[src/design/bph_pkg.sv]
// bph_pkg: shared types, constants and codes of the board position hash block
// used by bph_ctrl, bph_datapath and board_position_hash_top

package bph_pkg;

    localparam int unsigned HASH_W     = 64;
    localparam int unsigned CALL_W     = 10;
    localparam int unsigned HALF_W     = 32;
    localparam int unsigned IN_DATA_W  = 24;
    localparam int unsigned IN_USER_W  = 1;
    localparam int unsigned CFG_IDX_W  = 1;
    localparam int unsigned CFG_DATA_W = 64;

    localparam int unsigned PIECE_CODES = 12;

    localparam logic [CALL_W-1:0] CASTLE_BASE = 10'd769;
    localparam logic [CALL_W-1:0] EP_BASE     = 10'd785;
    localparam logic [CALL_W-1:0] SIDE_CALL   = 10'd793;

    localparam logic [HASH_W-1:0] GOLDEN_STEP = 64'h9e3779b97f4a7c15;
    localparam logic [HASH_W-1:0] MIX_MUL_A   = 64'hbf58476d1ce4e5b9;
    localparam logic [HASH_W-1:0] MIX_MUL_B   = 64'h94d049bb133111eb;

    localparam logic [HASH_W-1:0] SEED_RESET = 64'd42;
    localparam logic [2:0]        PAWN_RESET = 3'd0;

    localparam logic [CFG_IDX_W-1:0] CFG_KEY_SEED  = 1'b0;
    localparam logic [CFG_IDX_W-1:0] CFG_PAWN_KIND = 1'b1;

    localparam logic REQ_ADD    = 1'b0;
    localparam logic REQ_FINISH = 1'b1;

    typedef enum logic [2:0] {
        OP_IDLE = 3'd0,
        OP_LOAD = 3'd1,
        OP_PREP = 3'd2,
        OP_MUL  = 3'd3,
        OP_FOLD = 3'd4,
        OP_EMIT = 3'd5
    } t_dp_op;

    typedef enum logic [1:0] {
        KEY_PIECE  = 2'd0,
        KEY_SIDE   = 2'd1,
        KEY_CASTLE = 2'd2,
        KEY_EP     = 2'd3
    } t_key_sel;

    typedef enum logic [1:0] {
        ROUND_SEED = 2'd0,
        ROUND_MIX1 = 2'd1,
        ROUND_MIX2 = 2'd2
    } t_round;

    typedef enum logic [1:0] {
        PART_LL = 2'd0,
        PART_LH = 2'd1,
        PART_HL = 2'd2
    } t_part;

    typedef struct packed {
        t_dp_op   op;
        t_key_sel key;
        t_round   round;
        t_part    part;
    } t_dp_cmd;

    typedef struct packed {
        logic is_finish;
        logic side_black;
        logic capture;
        logic out_free;
    } t_dp_stat;

    function automatic logic [HASH_W-1:0] round_const(input t_round rnd);
        logic [HASH_W-1:0] c;
        unique case (rnd)
            ROUND_SEED: c = GOLDEN_STEP;
            ROUND_MIX1: c = MIX_MUL_A;
            ROUND_MIX2: c = MIX_MUL_B;
            default:    c = GOLDEN_STEP;
        endcase
        return c;
    endfunction

endpackage

[src/design/bph_ctrl.sv]
// bph_ctrl: sequencer of the board position hash block
// steps each key through seed, two mix rounds and fold; uses bph_pkg

module bph_ctrl (
    input  logic              i_clk,
    input  logic              i_rst_n,
    input  logic              i_in_valid,
    output logic              o_in_ready,
    input  bph_pkg::t_dp_stat i_stat,
    output bph_pkg::t_dp_cmd  o_cmd
);

    typedef enum logic [5:0] {
        ST_IDLE   = 6'b000001,
        ST_SELECT = 6'b000010,
        ST_PREP   = 6'b000100,
        ST_MUL    = 6'b001000,
        ST_FOLD   = 6'b010000,
        ST_EMIT   = 6'b100000
    } t_state;

    t_state            r_state, n_state;
    bph_pkg::t_key_sel r_key, n_key;
    bph_pkg::t_round   r_round, n_round;
    bph_pkg::t_part    r_part, n_part;

    always_ff @(posedge i_clk) begin
        if (!i_rst_n) begin
            r_state <= ST_IDLE;
            r_key   <= bph_pkg::KEY_PIECE;
            r_round <= bph_pkg::ROUND_SEED;
            r_part  <= bph_pkg::PART_LL;
        end else begin
            r_state <= n_state;
            r_key   <= n_key;
            r_round <= n_round;
            r_part  <= n_part;
        end
    end

    always_comb begin
        n_state = r_state;
        n_key   = r_key;
        n_round = r_round;
        n_part  = r_part;
        o_cmd.op    = bph_pkg::OP_IDLE;
        o_cmd.key   = r_key;
        o_cmd.round = r_round;
        o_cmd.part  = r_part;
        unique case (r_state)
            ST_IDLE: begin
                if (i_in_valid) begin
                    o_cmd.op = bph_pkg::OP_LOAD;
                    n_state  = ST_SELECT;
                end
            end
            ST_SELECT: begin
                if (!i_stat.is_finish) begin
                    n_key = bph_pkg::KEY_PIECE;
                end else if (i_stat.side_black) begin
                    n_key = bph_pkg::KEY_SIDE;
                end else begin
                    n_key = bph_pkg::KEY_CASTLE;
                end
                n_round = bph_pkg::ROUND_SEED;
                n_state = ST_PREP;
            end
            ST_PREP: begin
                o_cmd.op = bph_pkg::OP_PREP;
                n_part   = bph_pkg::PART_LL;
                n_state  = ST_MUL;
            end
            ST_MUL: begin
                o_cmd.op = bph_pkg::OP_MUL;
                unique case (r_part)
                    bph_pkg::PART_LL: n_part = bph_pkg::PART_LH;
                    bph_pkg::PART_LH: n_part = bph_pkg::PART_HL;
                    default: begin
                        n_part = bph_pkg::PART_LL;
                        unique case (r_round)
                            bph_pkg::ROUND_SEED: begin
                                n_round = bph_pkg::ROUND_MIX1;
                                n_state = ST_PREP;
                            end
                            bph_pkg::ROUND_MIX1: begin
                                n_round = bph_pkg::ROUND_MIX2;
                                n_state = ST_PREP;
                            end
                            default: begin
                                n_state = ST_FOLD;
                            end
                        endcase
                    end
                endcase
            end
            ST_FOLD: begin
                o_cmd.op = bph_pkg::OP_FOLD;
                n_round  = bph_pkg::ROUND_SEED;
                unique case (r_key)
                    bph_pkg::KEY_PIECE: n_state = ST_IDLE;
                    bph_pkg::KEY_SIDE: begin
                        n_key   = bph_pkg::KEY_CASTLE;
                        n_state = ST_PREP;
                    end
                    bph_pkg::KEY_CASTLE: begin
                        if (i_stat.capture) begin
                            n_key   = bph_pkg::KEY_EP;
                            n_state = ST_PREP;
                        end else begin
                            n_state = ST_EMIT;
                        end
                    end
                    default: n_state = ST_EMIT;
                endcase
            end
            ST_EMIT: begin
                o_cmd.op = bph_pkg::OP_EMIT;
                if (i_stat.out_free) begin
                    n_state = ST_IDLE;
                end
            end
            default: begin
                n_state = ST_IDLE;
            end
        endcase
    end

    assign o_in_ready = (r_state == ST_IDLE);

    a_accept_select: assert property (@(posedge i_clk) disable iff (!i_rst_n)
        (i_in_valid && o_in_ready) |=> (r_state == ST_SELECT))
        else $error("accepted item did not move to key select");

    a_fold_after_last_round: assert property (@(posedge i_clk) disable iff (!i_rst_n)
        (r_state == ST_FOLD) |->
            ($past(r_state) == ST_MUL && $past(r_round) == bph_pkg::ROUND_MIX2
             && $past(r_part) == bph_pkg::PART_HL))
        else $error("fold reached before the last multiply finished");

    a_emit_only_finish: assert property (@(posedge i_clk) disable iff (!i_rst_n)
        (r_state == ST_EMIT) |-> i_stat.is_finish)
        else $error("emit reached for an add item");

endmodule

[src/design/bph_datapath.sv]
// bph_datapath: key mixer with one shared 32x32 multiplier, hash and pawn rows
// holds config registers and the output register; uses bph_pkg

module bph_datapath (
    input  logic                                i_clk,
    input  logic                                i_rst_n,
    input  logic                                i_cfg_we,
    input  logic [bph_pkg::CFG_IDX_W-1:0]       i_cfg_idx,
    input  logic [bph_pkg::CFG_DATA_W-1:0]      i_cfg_data,
    input  logic [bph_pkg::IN_DATA_W-1:0]       i_in_data,
    input  logic [bph_pkg::IN_USER_W-1:0]       i_in_user,
    input  bph_pkg::t_dp_cmd                    i_cmd,
    output bph_pkg::t_dp_stat                   o_stat,
    output logic                                o_out_valid,
    input  logic                                i_out_ready,
    output logic [bph_pkg::HASH_W-1:0]          o_out_data
);

    localparam int unsigned HW = bph_pkg::HASH_W;
    localparam int unsigned QW = bph_pkg::HALF_W;
    localparam int unsigned CW = bph_pkg::CALL_W;

    logic [HW-1:0] r_seed;
    logic [2:0]    r_pawn_kind;

    logic          r_req;
    logic [5:0]    r_square;
    logic [2:0]    r_kind;
    logic          r_owner;
    logic          r_side;
    logic [3:0]    r_rights;
    logic          r_ep_valid;
    logic [2:0]    r_ep_col;

    logic [HW-1:0] r_a;
    logic [HW-1:0] r_acc;
    logic [HW-1:0] r_hash;
    logic [7:0]    r_white;
    logic [7:0]    r_black;
    logic          r_out_valid;
    logic [HW-1:0] r_out_data;

    logic [5:0]    in_square;
    logic [2:0]    in_kind;
    logic          in_owner;
    logic          in_add;

    logic [CW-1:0] call_n;
    logic [HW-1:0] seed_sum;
    logic [HW-1:0] round_c;
    logic [QW-1:0] mul_a;
    logic [QW-1:0] mul_b;
    logic [HW-1:0] mul_p;
    logic [7:0]    pawns;
    logic          left_hit;
    logic          right_hit;
    logic          out_free;

    assign in_square = i_in_data[5:0];
    assign in_kind   = i_in_data[8:6];
    assign in_owner  = i_in_data[9];
    assign in_add    = (i_in_user[0] == bph_pkg::REQ_ADD);

    always_comb begin
        unique case (i_cmd.key)
            bph_pkg::KEY_PIECE:
                call_n = CW'(r_square) * CW'(bph_pkg::PIECE_CODES)
                         + CW'({r_kind, 1'b0}) + CW'(r_owner) + CW'(1);
            bph_pkg::KEY_SIDE:   call_n = bph_pkg::SIDE_CALL;
            bph_pkg::KEY_CASTLE: call_n = bph_pkg::CASTLE_BASE + CW'(r_rights);
            default:             call_n = bph_pkg::EP_BASE + CW'(r_ep_col);
        endcase
    end

    assign seed_sum = r_seed + r_acc;
    assign round_c  = bph_pkg::round_const(i_cmd.round);
    assign mul_a    = (i_cmd.part == bph_pkg::PART_HL) ? r_a[HW-1:QW] : r_a[QW-1:0];
    assign mul_b    = (i_cmd.part == bph_pkg::PART_LH) ? round_c[HW-1:QW] : round_c[QW-1:0];
    assign mul_p    = {{QW{1'b0}}, mul_a} * {{QW{1'b0}}, mul_b};

    assign pawns     = r_side ? r_black : r_white;
    assign left_hit  = (r_ep_col != 3'd0) && pawns[r_ep_col - 3'd1];
    assign right_hit = (r_ep_col != 3'd7) && pawns[r_ep_col + 3'd1];
    assign out_free  = !r_out_valid || i_out_ready;

    always_ff @(posedge i_clk) begin
        if (!i_rst_n) begin
            r_seed      <= bph_pkg::SEED_RESET;
            r_pawn_kind <= bph_pkg::PAWN_RESET;
        end else if (i_cfg_we) begin
            unique case (i_cfg_idx)
                bph_pkg::CFG_KEY_SEED:  r_seed      <= i_cfg_data;
                bph_pkg::CFG_PAWN_KIND: r_pawn_kind <= i_cfg_data[2:0];
                default: ;
            endcase
        end
    end

    // item fields, key arithmetic and output data
    always_ff @(posedge i_clk) begin
        if (i_cmd.op == bph_pkg::OP_LOAD) begin
            r_req      <= i_in_user[0];
            r_square   <= in_square;
            r_kind     <= in_kind;
            r_owner    <= in_owner;
            r_side     <= i_in_data[10];
            r_rights   <= i_in_data[14:11];
            r_ep_valid <= i_in_data[15];
            r_ep_col   <= i_in_data[18:16];
        end
        if (i_cmd.op == bph_pkg::OP_PREP) begin
            unique case (i_cmd.round)
                bph_pkg::ROUND_SEED: r_a <= HW'(call_n);
                bph_pkg::ROUND_MIX1: r_a <= seed_sum ^ (seed_sum >> 30);
                default:             r_a <= r_acc ^ (r_acc >> 27);
            endcase
        end
        if (i_cmd.op == bph_pkg::OP_MUL) begin
            if (i_cmd.part == bph_pkg::PART_LL) begin
                r_acc <= mul_p;
            end else begin
                r_acc[HW-1:QW] <= r_acc[HW-1:QW] + mul_p[QW-1:0];
            end
        end
        if (i_cmd.op == bph_pkg::OP_EMIT && out_free) begin
            r_out_data <= r_hash;
        end
    end

    always_ff @(posedge i_clk) begin
        if (!i_rst_n) begin
            r_hash      <= '0;
            r_white     <= '0;
            r_black     <= '0;
            r_out_valid <= 1'b0;
        end else begin
            if (i_cmd.op == bph_pkg::OP_LOAD && in_add && in_kind == r_pawn_kind) begin
                if (!in_owner && in_square[5:3] == 3'd3) begin
                    r_white[in_square[2:0]] <= 1'b1;
                end else if (in_owner && in_square[5:3] == 3'd4) begin
                    r_black[in_square[2:0]] <= 1'b1;
                end
            end
            if (i_cmd.op == bph_pkg::OP_FOLD) begin
                r_hash <= r_hash ^ r_acc ^ (r_acc >> 31);
            end
            if (i_cmd.op == bph_pkg::OP_EMIT && out_free) begin
                r_hash      <= '0;
                r_white     <= '0;
                r_black     <= '0;
                r_out_valid <= 1'b1;
            end else if (i_out_ready) begin
                r_out_valid <= 1'b0;
            end
        end
    end

    assign o_stat.is_finish  = (r_req == bph_pkg::REQ_FINISH);
    assign o_stat.side_black = r_side;
    assign o_stat.capture    = r_ep_valid && (left_hit || right_hit);
    assign o_stat.out_free   = out_free;
    assign o_out_valid       = r_out_valid;
    assign o_out_data        = r_out_data;

    a_out_from_emit: assert property (@(posedge i_clk) disable iff (!i_rst_n)
        $rose(r_out_valid) |-> $past(i_cmd.op == bph_pkg::OP_EMIT))
        else $error("result raised without an emit");

    a_state_cleared: assert property (@(posedge i_clk) disable iff (!i_rst_n)
        (i_cmd.op == bph_pkg::OP_EMIT && out_free) |=>
            (r_hash == '0 && r_white == '0 && r_black == '0))
        else $error("position state not cleared after emit");

endmodule

[src/design/board_position_hash_top.sv]
// board_position_hash_top: an add item hashes one piece key; ready returns once it is folded
// finish item: hashes k = 1..3 keys (side, castling, en passant); ready returns and the
// hash goes valid in the same cycle; emit waits while the last hash is not accepted
// each key takes three 64-bit multiplies on one shared 32x32 multiplier, each built from
// partial products LL, LH, HL after a prep step, then a fold; one item is worked on at a time
// synchronous active-low reset clears hash, pawn rows and output valid,
// sets key seed to 42 and pawn kind to 0; no clearing pass

module board_position_hash_top (
    input  logic                               i_clk,
    input  logic                               i_rst_n,
    input  logic                               i_cfg_we,
    input  logic [bph_pkg::CFG_IDX_W-1:0]      i_cfg_idx,
    input  logic [bph_pkg::CFG_DATA_W-1:0]     i_cfg_data,
    input  logic                               s_axis_tvalid,
    output logic                               s_axis_tready,
    // square[5:0], piece_kind[8:6], piece_owner[9], side_to_move[10],
    // castling_rights[14:11], ep_valid[15], ep_column[18:16], zero fill
    input  logic [bph_pkg::IN_DATA_W-1:0]      s_axis_tdata,
    // req_type[0]
    input  logic [bph_pkg::IN_USER_W-1:0]      s_axis_tuser,
    output logic                               m_axis_tvalid,
    input  logic                               m_axis_tready,
    // position_hash[63:0]
    output logic [bph_pkg::HASH_W-1:0]         m_axis_tdata
);

    bph_pkg::t_dp_cmd  cmd;
    bph_pkg::t_dp_stat stat;

    bph_ctrl u_ctrl (
        .i_clk      (i_clk),
        .i_rst_n    (i_rst_n),
        .i_in_valid (s_axis_tvalid),
        .o_in_ready (s_axis_tready),
        .i_stat     (stat),
        .o_cmd      (cmd)
    );

    bph_datapath u_datapath (
        .i_clk       (i_clk),
        .i_rst_n     (i_rst_n),
        .i_cfg_we    (i_cfg_we),
        .i_cfg_idx   (i_cfg_idx),
        .i_cfg_data  (i_cfg_data),
        .i_in_data   (s_axis_tdata),
        .i_in_user   (s_axis_tuser),
        .i_cmd       (cmd),
        .o_stat      (stat),
        .o_out_valid (m_axis_tvalid),
        .i_out_ready (m_axis_tready),
        .o_out_data  (m_axis_tdata)
    );

endmodule

[config.mk]
export PLATFORM = sky130hd
export DESIGN_NAME = board_position_hash_top
export DESIGN_NICKNAME = d
export VERILOG_FILES = /design/src/design/bph_pkg.sv /design/src/design/bph_ctrl.sv /design/src/design/bph_datapath.sv /design/src/design/board_position_hash_top.sv
export SDC_FILE = /design/constraint.sdc
export NUM_CORES = 2
export LEC_CHECK = 0
export BUFFER_PORTS_ARGS = -buffer_cell sky130_fd_sc_hd__buf_2
export CAP_MARGIN = 5
export CORE_MARGIN = 2
export CORE_UTILIZATION = 28
export DETAILED_ROUTE_END_ITERATION = 16
export MAX_ROUTING_LAYER = met4
export PLACE_DENSITY = 0.53
export SYNTH_ARGS = -nofsm -noshare
export SYNTH_HDL_FRONTEND = slang
export SYNTH_SLANG_ARGS = --single-unit
[constraint.sdc]
create_clock -name i_clk -period 9.1 [get_ports i_clk]
set_input_delay 0.91 -clock i_clk [delete_from_list [all_inputs] [get_ports i_clk]]
set_output_delay 0.91 -clock i_clk [all_outputs]
set_load 0.01 [all_outputs]
==> results by group <==
Cells and area
  • Ratio of cells with drive above 1 in the final layout: 21.2%
  • Area grow syn2layout: 22.8%
  • Filler cells: 19,200
  • Final core utilization: between 30% and 40%
  • Final instance area: approximately 64,000 µm²
  • Final std cells w/o fill: 8,787
  • Nets: 7,657

Job
  • Max_cap viols: 0

Routing
  • Wire per inst: between 20 and 25 µm
  • DRT Pass-1 Iters: 5
  • Antenna-violating nets left: 0
  • WL final: a little over 200,000 µm
  • Starting DRC count in detailed routing: 3,355
  • Vias/cell: around 4.8
  • DRC viols: 0
  • Via count: 42,200

STA
  • Final Hold Viols: 0
  • Worst-Margin Slew: between 900 and 1000 ps
  • Period utilisation layout: 100%
  • Tmin final: a little over 9000 ps
  • Setup TNS: -41.6 ps
  • Final WS setup: -26.5 ps
  • FMAX: 110 MHz
  • WHS: 448 ps
  • Slew Viols, Final: 0
  • Final setup violating endpoints: 2
  • Worst Clk Skew: 24.2 ps
  • Relative slew slack: 35.9%
  • RSZ-0062 raised after global routing: true

Pwr
  • Sequential group share of total power: 13.9%
  • Final Power: between 10 and 15 mW
  • Switching part of the total power: 44.3%
  • Clk pwr share: 10.6%
  • Comb pwr share: around three quarters
  • NetSw: 6.47 mW
  • Pwr dens: 229 nW/µm²
  • Pleak: around 30 nW
  • VDD IR-drop max: 360 µV
  • Pint: 8.13 mW

CTS
  • CTS H-tree lvls: 2
  • Root buffer cell: clkbuf_16
  • Worst-path clk slew: 70 ps
  • Clock Tree Buf Depth: 3
  • Clock latency on the worst-skew pair: between 500 and 600 ps
  • CTS tree: done
  • TritonCTS buffer count: 36
  • CTS sink count: 372

Place
  • GP Congestion: 1.05
  • Hpwl dp: roughly 170,000 µm
  • Placed insts: 8,665
  • Port bufs: 155
  • Post-DP Area: 60,500 µm²
  • Place WS: -439 ps

Synth
  • Ys flop type: edfxtp_1
  • Post-synth EDFFs: 212
  • Seq/Total Area, Yosys: a little under a fifth
  • Post-synth ARST share: 0%
  • Cells after Synth: 5,555
  • Syn_area_per_cell: 9.35 µm²
  • Yosys warnings: 0
  • Synth cell types: 80
  • Syn nets: 6,934
  • Post-Synthesis Cell Area: about 52,000 µm²
  • #FFs+latches synth: 372

Run status
  • Status: complete, but fails checks
  • Failing checks: setup timing

Setup path
  • Max incr delay on CP: 600 ps
  • Most common cell on crit path: fa_1
  • WP data arrival: 9430 ps
  • CP Launch Type: flip-flop
  • WP buf/inv: 5
  • Delay-heaviest family, CP: adder cells
  • Crit-path max FO: 6
  • Crit Path Class: reg2reg
  • CP max stage cell: fa_1
  • CP endpoint kind: flip-flop
  • Worst Path Required: 9400 ps

Global route
  • Met2 Track Usage GR: 34.6%
  • Initial antenna violation count: 2
  • Met1 usage: 29.6%
  • First-pass GRT wire length: between 200,000 and 300,000 µm
  • Vias in the first global route: 44,100
  • GR peak layer: met2
  • Tot GR Track Use: between 20 and 25%
  • Grt total ovfl: 0
  • Largest net degree at the start of global routing: 81
  • Met3 usage: around 2.8%

Floorplanning
  • Std cell rows: 158
  • Die Area: between 150,000 and 200,000 µm²
  • Core Footprint: 185,000 µm²
  • Initial Util: between 20 and 30%
  • Die Wd: 435 µm
  • # IOs: 161
  • Die Ht: about 430 µm

Hold path
  • Hold Path Class: reg2reg
==> Yosys cell counts (71+ instances only) <==
cell type / n / area share, %
inv_1: 997 / 7.2
fa_1: 899 / 35
nand2_1: 770 / 5.6
nor2_1: 421 / 3.0
ha_1: 385 / 9.3
edfxtp_1: 212 / 12
a21oi_1: 209 / 2.0
clkbuf_1: 208 / 1.5
xor2_1: 180 / 3.0
dfxtp_1: 160 / 6.2
xnor2_1: 149 / 2.5
o21ai_0: 122 / 1.2
a21o_1: 102 / 1.5
nand3_1: 74 / 0.71
a21boi_0: 71 / 1.0
==> final cells by class <==
type                       count  area [µm²]  share of cell area, %
antenna                        1        2.50                0.00392
clock buffer                  55        1070                   1.68
clock inverter                11         108                  0.169
inverter                    1007        3810                   5.97
multi-input combinational   3954       39300                   61.5
sequential                   372        9580                   15.0
tap                         2480        3100                   4.86
timing repair buffer         907        6870                   10.8
==> layout by cell type, fill, tap and decap left out, types with 20 or more instances in the layout <==
cell type / instances
a21boi_0: 69
a21o_1: 102
a21oi_1: 185
a21oi_2: 23
a22o_1: 27
a31oi_1: 20
and2_1: 56
and3_1: 25
buf_2: 155
buf_4: 691
buf_6: 32
clkbuf_16: 41
dfxtp_1: 156
edfxtp_1: 212
fa_1: 850
fa_2: 49
ha_1: 347
ha_4: 32
inv_1: 947
inv_2: 46
nand2_1: 740
nand2_2: 28
nand2b_1: 51
nand3_1: 73
nand4_1: 25
nor2_1: 393
nor2_2: 23
nor2b_1: 30
nor3_1: 30
o21ai_0: 106
o21bai_1: 20
o22ai_1: 21
xnor2_1: 138
xor2_1: 175
==> registers in the layout, indices dropped and copies added, names as in the netlist, 4 cells and up <==
register               count
u_datapath.r_white         8
u_datapath.r_hash         64
u_datapath.r_black         8
u_datapath.r_square        6
u_datapath.o_out_data     64
u_datapath.r_a            64
u_ctrl.r_state             6
u_datapath.r_seed         64
u_datapath.r_acc          64
u_datapath.r_rights        4
==> power groups by stage <==
stage / clock network [mW] / logic [mW] / registers (mW)
2_1_floorplan: 0 / 4.90 / 2.06
3_3_place_gp: 0 / 9.79 / 2.07
3_5_place_dp: 0 / 9.79 / 2.07
4_1_cts: 1.59 / 10.2 / 2.03
5_1_grt: 1.64 / 11.9 / 2.04
6_report: 1.55 / 11.0 / 2.03
==> logic make-up (layout without fill, tap and decap cells) <==
logic type | Yosys count | count (layout) | synth area share (%)
xor gates and xnor gates | 332 | 332 | 5.66
muxes | 42 | 42 | 1.00
adders and majority gates | 1284 | 1284 | 43.9
DFF | 372 | 372 | 18.4
AOI/OAI and AO/OA | 734 | 734 | 9.27
other | 0 | 1 | 0
and+or+nand+nor | 1562 | 1562 | 12.9
buffers and inverters | 1229 | 1980 | 8.88
==> final timing paths <==
check / from / to / slack, ps / depth (start not counted)
worst max-delay path: u_ctrl.r_part[1] / u_datapath.r_acc[63] / -30 / 35
worst min-delay path: u_datapath.r_hash[28] / u_datapath.o_out_data[28] / 450 / 0
worst max register to register: u_ctrl.r_part[1] / u_datapath.r_acc[63] / -30 / 35
worst min register to register: u_datapath.r_hash[28] / u_datapath.o_out_data[28] / 450 / 0
==> timing repair <==
item / 4_1_cts / 5_1_grt
buffers inserted: 6 / 46
hold buffers: 0 / 0
resized for setup: 101 / 312
cloned: 1 / 2
endpoints found under the setup margin: 19 / 24
endpoints found under the hold margin: 0 / 0
pin swaps: 24 / 153
==> layer usage <==
layer / share of wire [%] / vias to the layer above
met4: 3.4 / 0
met2: 46 / 1541
li1: - / 18900
met1: 44 / 21500
met3: 7.0 / 295
met5: 0 / -
Power figures use the tool's default switching activity.
